**config.mk**
```make
export PLATFORM = sky130hd
export DESIGN_NAME = multi_channel_soft_pwm_top
export DESIGN_NICKNAME = d
export VERILOG_FILES = /design/src/mcpwm_pkg.sv /design/src/multi_channel_soft_pwm_top.sv /design/src/mcpwm_front.sv /design/src/mcpwm_div.sv /design/src/mcpwm_back.sv
export SDC_FILE = /design/constraint.sdc
export NUM_CORES = 1
export LEC_CHECK = 0
export BUFFER_PORTS_ARGS = -buffer_cell sky130_fd_sc_hd__buf_2
export CAP_MARGIN = 20
export CORE_ASPECT_RATIO = 1.25
export CORE_MARGIN = 1
export CORE_UTILIZATION = 52
export DETAILED_ROUTE_END_ITERATION = 10
export MAX_ROUTING_LAYER = met4
export PLACE_DENSITY = 0.71
export SLEW_MARGIN = 40
export SYNTH_ARGS = -nofsm -noshare
export SYNTH_HDL_FRONTEND = slang
export SYNTH_SLANG_ARGS = --single-unit
```
**constraint.sdc**
```tcl
create_clock -name clk -period 8.2 [get_ports clk]
set_input_delay 0.82 -clock clk [delete_from_list [all_inputs] [get_ports clk]]
set_output_delay 0.82 -clock clk [all_outputs]
set_load 0.03 [all_outputs]
```
**src/mcpwm_pkg.sv**
```systemverilog
package mcpwm_pkg;

  localparam int CHANNELS_DEF = 8;

  // timing arithmetic
  localparam int NUM_W = 16;   // 125*255 and 64000 both fit
  localparam int DEN_W = 18;   // 1023*255 fits
  localparam logic [NUM_W-1:0] HIGH_SCALE = 16'd125;
  localparam logic [NUM_W-1:0] LOW_NUM    = 16'd64000;

  localparam logic [9:0] FREQ_RESET = 10'd100;
  localparam logic [7:0] DUTY_RESET = 8'd128;
  localparam logic [9:0] DUTY_MAX   = 10'd255;

  localparam logic [1:0] OP_TICK = 2'd0;
  localparam logic [1:0] OP_DUTY = 2'd1;
  localparam logic [1:0] OP_FREQ = 2'd2;

  typedef struct packed {
    logic [1:0]  opcode;
    logic [2:0]  channel;
    logic [9:0]  setting;
    logic [31:0] now_ms;
  } pwm_in_t;

  typedef struct packed {
    logic [7:0] levels;
    logic [7:0] toggled;
  } pwm_out_t;

  typedef enum logic [1:0] {
    CMD_TICK,
    CMD_DUTY,
    CMD_FREQ,
    CMD_NOP
  } cmd_kind_t;

  // classified word as held in the queue
  typedef struct packed {
    cmd_kind_t   kind;
    logic [2:0]  channel;
    logic [9:0]  value;
    logic [31:0] now_ms;
  } cmd_t;

  typedef struct packed {
    logic             start;
    logic [NUM_W-1:0] num;
    logic [DEN_W-1:0] den;
  } div_req_t;

  typedef struct packed {
    logic             done;
    logic [NUM_W-1:0] quo;
  } div_rsp_t;

endpackage

```
**src/multi_channel_soft_pwm_top.sv**
```systemverilog
// Multi-channel PWM generator. Words arrive on the req channel: a tick carries the
// current millisecond time, a set word changes one channel's duty word (0 is taken
// as 1, above 255 as 255) or its frequency in Hz. Every word gives exactly one
// response word with the channel levels after it and, for a tick, the channels
// that toggled. A front end classifies words into a two-word queue, so req is
// taken while the back end is still busy or a response waits on rsp. The back end
// walks the channels one at a time through a single shared 16-step divider; a
// channel held at frequency zero is passed over without a division. Only
// channels 0..7 are addressable and shown in the result; further channels run
// from their reset settings.
module multi_channel_soft_pwm_top #(
  parameter int CHANNELS = mcpwm_pkg::CHANNELS_DEF
) (
  input  logic                clk,
  input  logic                rst,
  input  logic                req_valid,
  output logic                req_stall,
  input  mcpwm_pkg::pwm_in_t  req,
  output logic                rsp_valid,
  input  logic                rsp_stall,
  output mcpwm_pkg::pwm_out_t rsp
);
  import mcpwm_pkg::*;

  logic     q_valid;
  logic     q_ready;
  cmd_t     q_cmd;
  div_req_t div_req;
  div_rsp_t div_rsp;

  // accept and classify
  mcpwm_front #(
    .CHANNELS (CHANNELS)
  ) u_front (
    .clk       (clk),
    .rst       (rst),
    .req_valid (req_valid),
    .req_stall (req_stall),
    .req       (req),
    .q_valid   (q_valid),
    .q_ready   (q_ready),
    .q_cmd     (q_cmd)
  );

  // shared divider for the level times
  mcpwm_div u_div (
    .clk     (clk),
    .rst     (rst),
    .div_req (div_req),
    .div_rsp (div_rsp)
  );

  // channel state, tick walk and response register
  mcpwm_back #(
    .CHANNELS (CHANNELS)
  ) u_back (
    .clk       (clk),
    .rst       (rst),
    .q_valid   (q_valid),
    .q_ready   (q_ready),
    .q_cmd     (q_cmd),
    .div_req   (div_req),
    .div_rsp   (div_rsp),
    .rsp_valid (rsp_valid),
    .rsp_stall (rsp_stall),
    .rsp       (rsp)
  );

`ifndef SYNTH
  // divider works in steps; a result right after a start means a lost word
  a_div_latency: assert property (@(posedge clk) disable iff (rst)
    div_req.start |=> !div_rsp.done)
    else $error("divider finished one cycle after start");

  // back end goes busy once it has taken a queued word
  a_take_busy: assert property (@(posedge clk) disable iff (rst)
    (q_valid && q_ready) |=> !q_ready)
    else $error("back end still idle after taking a word");

  // divider only finishes while a tick is being walked
  a_done_in_tick: assert property (@(posedge clk) disable iff (rst)
    div_rsp.done |-> !q_ready)
    else $error("divider result with back end idle");
`endif

endmodule

```
**src/mcpwm_front.sv**
```systemverilog
module mcpwm_front #(
  parameter int CHANNELS = mcpwm_pkg::CHANNELS_DEF
) (
  input  logic              clk,
  input  logic              rst,
  input  logic              req_valid,
  output logic              req_stall,
  input  mcpwm_pkg::pwm_in_t req,
  output logic              q_valid,
  input  logic              q_ready,
  output mcpwm_pkg::cmd_t   q_cmd
);
  import mcpwm_pkg::*;

  cmd_t       qmem [2];
  logic       wp;
  logic       rp;
  logic [1:0] cnt;
  cmd_t       cls;
  logic       ch_ok;
  logic       push;
  logic       pop;

  assign ch_ok = (32'(req.channel) < CHANNELS);

  always_comb begin
    cls.channel = req.channel;
    cls.now_ms  = req.now_ms;
    cls.value   = req.setting;
    unique case (req.opcode)
      OP_TICK: cls.kind = CMD_TICK;
      OP_DUTY: begin
        cls.kind = ch_ok ? CMD_DUTY : CMD_NOP;
        // duty saturates to 1..255
        if (req.setting == 10'd0) begin
          cls.value = 10'd1;
        end else if (req.setting > DUTY_MAX) begin
          cls.value = DUTY_MAX;
        end
      end
      OP_FREQ: cls.kind = ch_ok ? CMD_FREQ : CMD_NOP;
      default: cls.kind = CMD_NOP;
    endcase
  end

  assign req_stall = (cnt == 2'd2);
  assign q_valid   = (cnt != 2'd0);
  assign q_cmd     = qmem[rp];
  assign push      = req_valid && !req_stall;
  assign pop       = q_valid && q_ready;

  always_ff @(posedge clk) begin
    if (rst) begin
      wp  <= 1'b0;
      rp  <= 1'b0;
      cnt <= 2'd0;
    end else begin
      if (push) begin
        qmem[wp] <= cls;
        wp       <= ~wp;
      end
      if (pop) begin
        rp <= ~rp;
      end
      cnt <= cnt + 2'(push) - 2'(pop);
    end
  end

endmodule

```
**src/mcpwm_div.sv**
```systemverilog
module mcpwm_div (
  input  logic                clk,
  input  logic                rst,
  input  mcpwm_pkg::div_req_t div_req,
  output mcpwm_pkg::div_rsp_t div_rsp
);
  import mcpwm_pkg::*;

  logic [DEN_W-1:0] rem;
  logic [DEN_W-1:0] den;
  logic [NUM_W-1:0] q;
  logic [3:0]       cnt;
  logic             busy;
  logic             done;
  logic [DEN_W:0]   trial;
  logic             fits;

  // restoring division, one quotient bit a cycle
  assign trial = {rem, q[NUM_W-1]};
  assign fits  = (trial >= {1'b0, den});

  always_ff @(posedge clk) begin
    if (rst) begin
      busy <= 1'b0;
      done <= 1'b0;
    end else begin
      done <= 1'b0;
      if (div_req.start) begin
        rem  <= '0;
        den  <= div_req.den;
        q    <= div_req.num;
        cnt  <= 4'(NUM_W - 1);
        busy <= 1'b1;
      end else if (busy) begin
        rem <= fits ? DEN_W'(trial - {1'b0, den}) : trial[DEN_W-1:0];
        q   <= {q[NUM_W-2:0], fits};
        cnt <= cnt - 4'd1;
        if (cnt == 4'd0) begin
          busy <= 1'b0;
          done <= 1'b1;
        end
      end
    end
  end

  assign div_rsp.done = done;
  assign div_rsp.quo  = q;

endmodule

```
**src/mcpwm_back.sv**
```systemverilog
module mcpwm_back #(
  parameter int CHANNELS = mcpwm_pkg::CHANNELS_DEF
) (
  input  logic                clk,
  input  logic                rst,
  input  logic                q_valid,
  output logic                q_ready,
  input  mcpwm_pkg::cmd_t     q_cmd,
  output mcpwm_pkg::div_req_t div_req,
  input  mcpwm_pkg::div_rsp_t div_rsp,
  output logic                rsp_valid,
  input  logic                rsp_stall,
  output mcpwm_pkg::pwm_out_t rsp
);
  import mcpwm_pkg::*;

  localparam int IW = (CHANNELS > 1) ? $clog2(CHANNELS) : 1;

  typedef enum logic [1:0] {
    S_IDLE,
    S_LOAD,
    S_WAIT,
    S_FINISH
  } state_t;

  state_t        state;
  cmd_t          cmd;
  logic [IW-1:0] idx;
  logic [7:0]    tog;

  logic [9:0]          freq    [CHANNELS];
  logic [7:0]          duty    [CHANNELS];
  logic [31:0]         last_ms [CHANNELS];
  logic [CHANNELS-1:0] level;

  logic [9:0]    cur_f;
  logic [7:0]    cur_d;
  logic [31:0]   elapsed;
  logic          reached;
  logic          last_ch;
  logic [IW-1:0] set_idx;
  logic [7:0]    lvl_map;

  assign cur_f   = freq[idx];
  assign cur_d   = duty[idx];
  assign elapsed = cmd.now_ms - last_ms[idx];
  assign reached = (elapsed >= {16'd0, div_rsp.quo});
  assign last_ch = (idx == IW'(CHANNELS - 1));
  assign set_idx = IW'(q_cmd.channel);
  assign q_ready = (state == S_IDLE);

  // high: 125*d / (32*f), low: 64000 / (f*d)
  always_comb begin
    div_req.start = (state == S_LOAD) && (cur_f != 10'd0);
    if (level[idx]) begin
      div_req.num = {8'd0, cur_d} * HIGH_SCALE;
      div_req.den = {3'd0, cur_f, 5'd0};
    end else begin
      div_req.num = LOW_NUM;
      div_req.den = DEN_W'(cur_f) * DEN_W'(cur_d);
    end
  end

  for (genvar g = 0; g < 8; g++) begin : g_map
    if (g < CHANNELS) begin : g_on
      assign lvl_map[g] = level[g];
    end else begin : g_off
      assign lvl_map[g] = 1'b0;
    end
  end

  always_ff @(posedge clk) begin
    if (rst) begin
      state     <= S_IDLE;
      rsp_valid <= 1'b0;
      idx       <= '0;
      tog       <= '0;
      level     <= '0;
      for (int i = 0; i < CHANNELS; i++) begin
        freq[i]    <= FREQ_RESET;
        duty[i]    <= DUTY_RESET;
        last_ms[i] <= '0;
      end
    end else begin
      // S_FINISH reloads the register itself when the old word is taken
      if (rsp_valid && !rsp_stall && (state != S_FINISH)) begin
        rsp_valid <= 1'b0;
      end
      unique case (state)
        S_IDLE: begin
          if (q_valid) begin
            cmd <= q_cmd;
            idx <= '0;
            tog <= '0;
            case (q_cmd.kind)
              CMD_TICK: state <= S_LOAD;
              CMD_DUTY: begin
                duty[set_idx] <= q_cmd.value[7:0];
                state         <= S_FINISH;
              end
              CMD_FREQ: begin
                freq[set_idx] <= q_cmd.value;
                state         <= S_FINISH;
              end
              default: state <= S_FINISH;
            endcase
          end
        end
        S_LOAD: begin
          if (cur_f == 10'd0) begin
            level[idx] <= 1'b0;
            if (last_ch) begin
              state <= S_FINISH;
            end else begin
              idx <= idx + IW'(1);
            end
          end else begin
            state <= S_WAIT;
          end
        end
        S_WAIT: begin
          if (div_rsp.done) begin
            if (reached) begin
              level[idx]   <= ~level[idx];
              last_ms[idx] <= cmd.now_ms;
              tog          <= tog | (8'd1 << idx);
            end
            if (last_ch) begin
              state <= S_FINISH;
            end else begin
              idx   <= idx + IW'(1);
              state <= S_LOAD;
            end
          end
        end
        S_FINISH: begin
          if (!rsp_valid || !rsp_stall) begin
            rsp.levels  <= lvl_map;
            rsp.toggled <= tog;
            rsp_valid   <= 1'b1;
            state       <= S_IDLE;
          end
        end
        default: state <= S_IDLE;
      endcase
    end
  end

endmodule

```
# [Word-level counts from Yosys, hierarchy flattened]
# Memory sizes are Yosys's and may differ from the RTL's. A register that Yosys moved wholly into a read port is not among the register bits.
# Cells that the tools add are included.
[op_classes] addsub=6 n_mul=2 n_lt_le_gt_ge=5 eq_ne=16 shift=1 mux=80 bitwise=8 reduce_logical=34
[op_table] cell="2-to-1 mux 8 bit" n=7
[op_table] cell="2-to-1 mux 10 bit" n=4
[op_table] cell="2-to-1 mux 3 bit" n=13
[op_table] cell="2-to-1 mux 18 bit" n=2
[op_table] cell="2-to-1 mux 1 bit" n=34
[op_table] cell="2-to-1 mux 34 bit" n=1
[op_table] cell=">= comparator 32 x 16 -> 1 bit" n=1
[op_table] cell="2-to-1 mux 16 bit" n=2
[op_table] cell="2-to-1 mux 32 bit" n=1
[op_table] cell="case mux 8 bit (2 select lines)" n=2
[op_table] cell="OR reduction 32 bit" n=1
[op_table] cell="subtractor 32 bit" n=1
[op_table] cell="logical NOT 10 bit" n=2
[op_table] cell=">= comparator 19 x 18 -> 1 bit" n=1
[op_table] cell="multiplier 10 x 8 -> 18 bit" n=1
[op_table] cell="subtractor 18 bit" n=1
[op_table] cell="AND reduction 4 bit" n=4
[op_table] cell="multiplier 8 x 7 -> 15 bit, second input constant" n=1
[op_table] cell="2-to-1 mux 2 bit" n=7
[op_table] cell="equality test 2 bit, second input constant" n=5
[op_table] cell="greater-than comparator 10 x 8 -> 1 bit, second input constant" n=1
[op_table] cell="nonzero test 10 bit" n=1
[op_table] cell="OR reduction 10 bit" n=1
[op_table] cell="case mux 3 bit (3 select lines)" n=1
[op_table] cell="other kinds (33)" n=57
[word_totals] regBits=132 ramBits=494 out_inout_bits=18 mem_count=4
[mem_list] name="u_back.last_ms" depth=8 width=32 rd=1 rd_ports_with_merged_regs=1 wr=8 line="mcpwm_back.sv:33" source="logic [31:0] last_ms [CHANNELS];"
[mem_list] name="u_front.qmem" depth=2 width=47 rd=1 rd_ports_with_merged_regs=1 wr=1 line="mcpwm_front.sv:15" source="cmd_t qmem [2];"
[mem_list] name="u_back.freq" depth=8 width=10 rd=1 rd_ports_with_merged_regs=1 wr=8 line="mcpwm_back.sv:31" source="logic [9:0] freq [CHANNELS];"
[mem_list] name="u_back.duty" depth=8 width=8 rd=1 rd_ports_with_merged_regs=1 wr=8 line="mcpwm_back.sv:32" source="logic [7:0] duty [CHANNELS];"

# [Longest topological paths before layout]
[logic_depth] ltp_word=9 ltp_mapped=28

# [Cells and area by module]
# A second synthesis with hierarchy kept.
[hier_totals] cells_unflattened=2663 area_unflattened_um2=33911.3
[by_module_without_submodules] module="mcpwm_back" instances=1 cells_each=2175 area_each_um2=26718.1 seq_area_each_um2=13953.4
[by_module_without_submodules] module="mcpwm_front" instances=1 cells_each=190 area_each_um2=3861.2 seq_area_each_um2=2922.8
[by_module_without_submodules] module="mcpwm_div" instances=1 cells_each=298 area_each_um2=3331.9 seq_area_each_um2=1721.7

# [Worst setup path after synthesis]
# Ideal clock, no wire load.
[synth_timing] path_type="register to register" from="register with a tool-made name" to="memory u_back.last_ms[2][0] (enable)" arrival_ps=7956 t_required_ps=7542 setup_slack_ps=-414 stages_incl_launch_ff=29 n_path_buf=6 path_cell_list="dfxtp_1 -> buf_4 -> buf_1 -> clkbuf_1 -> buf_1 -> mux4_2 -> mux2_2 -> ha_1 -> fa_1 -> nand2b_1 -> a21oi_1 -> o21ai_0 -> and2_1 -> o21ai_0 -> xnor2_1 -> ha_1 -> a21oi_1 -> nor2b_1 -> o21ai_0 -> o21ai_0 -> nor4bb_1 -> o21ai_0 -> or4_1 -> or4_1 -> or4_4 -> buf_6 -> buf_6 -> nand3_1 -> o21ai_0"
[synth_lines] element="end, declared" line="mcpwm_back.sv:33"

==> summary.md <==
### Status
* **result of the run** complete, no violations

### Floorplanning
* **IO Pins** 69
* **floorplan row count** 102
* **placeable core region** 62,000 µm²
* **initial core utilization** 52.6%
* **Die Footprint** 63,700 µm²
* **die width** 226 µm
* **Die Ht** 282 µm

### Global route
* **total global routing track utilization** 24.8%
* **initial antenna violation count** 0
* **via count of the first global-routing pass** 20,900
* **total congestion overflow after global routing** 0
* **pin count of the biggest net entering global routing** 67
* **global-route wire length before repair** 116,000 µm

### CTS
* **Inserted Clock Buffers** 61
* **clock tree from TritonCTS** built
* **CTS root buf** clkbuf_16
* **clk sink count** 630
* **Post-CTS Setup Repair Bufs** 0
* **Hold-fix buffers, CTS** 0
* **clock input transition at the sequential cells of the worst setup and hold paths** 0.06 ns
* **CTS H-Tree Depth** 2
* **post-CTS resize count** 0
* **worst-case clock buffer depth** 3
* **Skew-Pair Late Insertion Delay** 0.65 ns

### Power
* **worst vdd rail ir drop** 0.383 mV
* **Leak** 13.2 nW
* **Cell Pwr Density** 388 nW/µm²

### Worst setup path
* **Worst Path Max Fanout** 66
* **R2R setup slack** 1.06 ns
* **Top cell by count, worst path** o21ai_0
* **count of buffering cells on the critical path with inverters included** 2
* **data required time of the worst path** 8.53 ns
* **sort of element at the end of the critical path** register
* **arrival time reported for the critical path endpoint** 7.47 ns
* **capturing point of the worst reg2reg path** u_back.last_ms[2][22]
* **largest delay contributor family on the critical path** simple AND/OR/NAND/NOR gates
* **Max stage delay cell, worst path** or4_4
* **Critical Setup Path Class** reg -> reg
* **length in cells of the worst reg-to-reg path** 21
* **longest individual stage delay on the worst path** 0.70 ns
* **Setup crit start kind** register
* **cell chain of the critical path** buf_12 -> mux4_2 -> mux2i_1 -> ha_1 -> a21o_1 -> nand3_1 -> a21bo_2 -> o21ai_1 -> nand2_1 -> xor2_1 -> ha_1 -> o21ai_0 -> o21ai_0 -> nor4bb_1 -> o21ai_0 -> or4_1 -> or4_1 -> or4_4 -> nand3_1 -> o21ai_4 -> buf_4

### Place
* **worst-case setup slack after placement** 1.06 ns
* **RePlAce Congestion** 0.951
* **instance area at placement** 34,000 µm²
* **Detailed Place HPWL** 50,500 µm
* **buffers added on ports** 68

### Synthesis
* **main flop type after synthesis** edfxtp_1
* **count of flip-flops with a built-in enable after synthesis** 598
* **gate count after technology mapping** 2,560
* **area of the mapped netlist** 32,600 µm²
* **syn avg cell area** 12.7 µm²
* **share of synthesized area occupied by flip-flops and latches** 57.0%
* **Yosys reg bits** 630
* **Syn. warnings** 0
* **Synth async-reset ratio** 0%
* **distinct cell type count after synthesis** 78
* **net count after synthesis** 2,837

### Routing
* **average wire per cell in the routed design** 21.5 µm
* **antenna violation net count after detailed routing** 0
* **post-detailed-route DRC marker count** 0
* **number of DRC markers after the initial detailed-route iteration** 1,782
* **total via count in the routed design** 20,600
* **total wire length** 75,500 µm
* **via density per instance** 5.86
* **count of TritonRoute iterations in the first routing pass** 5

### Timing
* **ratio of final minimum period to clock period** 87.1%
* **Final Slew Violations** 0
* **setup_tns** 0 ns
* **Setup WS post-layout** 1.06 ns
* **Max Clock Freq** 0.140 GHz
* **Worst-Margin Slew** 0.849 ns
* **Min Clock Period, post-route** 7.14 ns
* **Final Hold Vio Count** 0
* **remaining max-slew budget at the tightest pin** 42.6%
* **worst hold slack across all endpoints** 0.361 ns
* **unrepaired setup endpoints after global routing** no
* **final setup vio count** 0
* **clk_skew** 0.0481 ns

### Run
* **maximum capacitance violations** 0

### Final layout
* **most common library cell in the layout ignoring fill and taps** edfxtp_1
* **area growth from synthesis to final layout** 10.6%
* **commonest cells after routing, fill and taps aside** edfxtp_1 (598), nor2_1 (513), nand2_1 (166), inv_1 (160), ha_1 (154)
* **share of post-route cells with drive strength above 1** 14.9%
* **Final Util** 58.2%
* **total number of nets in the final design** 2,910
* **Non-Filler Cell Area, Final** 36,100 µm²

### Hold path
* **worst min-delay path startpoint** req[12]
* **worst-case hold path end point** u_front.qmem[0][12]
* **WHS Path Cells** 1
* **min-delay worst type** in -> reg

==> sequential cells by signal, summed over array words and instances (netlist names), 4 cells and up, named ones only <==
signal / cells
u_div.rem: 18
u_back.rsp: 16
u_back.level: 8
u_back.tog: 8
u_back.duty: 64
u_div.den: 18
u_back.cmd: 32
u_back.freq: 80
u_back.last_ms: 256
u_div.cnt: 4
u_front.qmem: 94
u_div.q: 16
==> cells by family after synthesis <==
| family | Yosys count | share of synthesized area (%) |
|---|---|---|
| AOI/OAI and AO/OA | 281 | 5.58 |
| xor gates and xnor gates | 68 | 1.83 |
| adders and majority gates | 226 | 10.3 |
| buffers and inverters | 273 | 3.41 |
| DFF | 630 | 57.0 |
| muxes | 200 | 10.2 |
| and+or+nand+nor | 882 | 11.6 |
==> cells in the mapped netlist, drive strengths merged (6+ instances only) <==
master	count	area [µm²]
nand2b	26	168
ha	154	1930
buf	46	259
o21a	10	75.1
edfxtp	598	18000
xor2	28	245
xnor2	40	350
nand4	12	75.1
a21oi	85	429
a21o	33	248
a22o	9	78.8
clkbuf	67	251
nor2b	18	113
or2	12	75.1
inv	160	601
a31oi	10	68.8
and4	6	55.1
nor2	516	1940
and3	10	67.6
nand2	168	636
nor3	23	115
nor4	7	43.8
o31ai	10	80.1
fa	72	1440
mux2i	55	551
and2	15	93.8
nand3	52	265
dfxtp	32	641
mux2	43	484
a211oi	7	57.6
mux4	102	2300
o21ai	61	305
==> report_power, final <==
| part | leakage (nW) | switching [mW] | internal (mW) |
|---|---|---|---|
| Clock | 0.969 | 1.21 | 1.60 |
| Combinational | 6.11 | 3.90 | 3.06 |
| Sequential | 6.11 | 0.207 | 4.03 |
| Total | 13.2 | 5.32 | 8.69 |
==> routing by layer <==
metal,part of all wire [%],track usage [%]
met1,41,31.2
met2,51,41.6
met3,6.5,4.01
met4,2.3,6.84
met5,0,-
==> cell type report <==
class                           count  area [µm²]
Clock buffer                       78        1640
Tap cell                          832        1040
Antenna cell                        1        2.50
Fill cell                        5005       26000
Multi-Input combinational cell   1657       13000
Sequential cell                   630       18600
Inverter                          160         601
Timing Repair Buffer              123         806
Clock inverter                     36         364
==> per-stage QoR <==
step           power, mW  cells
2_1_floorplan       9.64   2560
3_3_place_gp        11.0   3400
3_5_place_dp        11.2   3402
4_1_cts             14.1   3516
5_1_grt             15.1   3516
6_report            14.0   3517
==> how the worst max path moves through the flow <==
stage / cells after the start / end / start / slack, ns
floorplan: 28 / u_back.last_ms[2][0] / register / -0.41
global placement: 22 / u_back.last_ms[3][12] / register / 1.07
detailed placement: 22 / u_back.last_ms[2][14] / register / 1.06
CTS: 22 / u_back.last_ms[2][11] / register / 1.02
global route: 23 / u_back.last_ms[2][7] / register / 0.61
finish: 21 / u_back.last_ms[2][22] / register / 1.06
No activity file was read; power rests on OpenSTA's default activity.
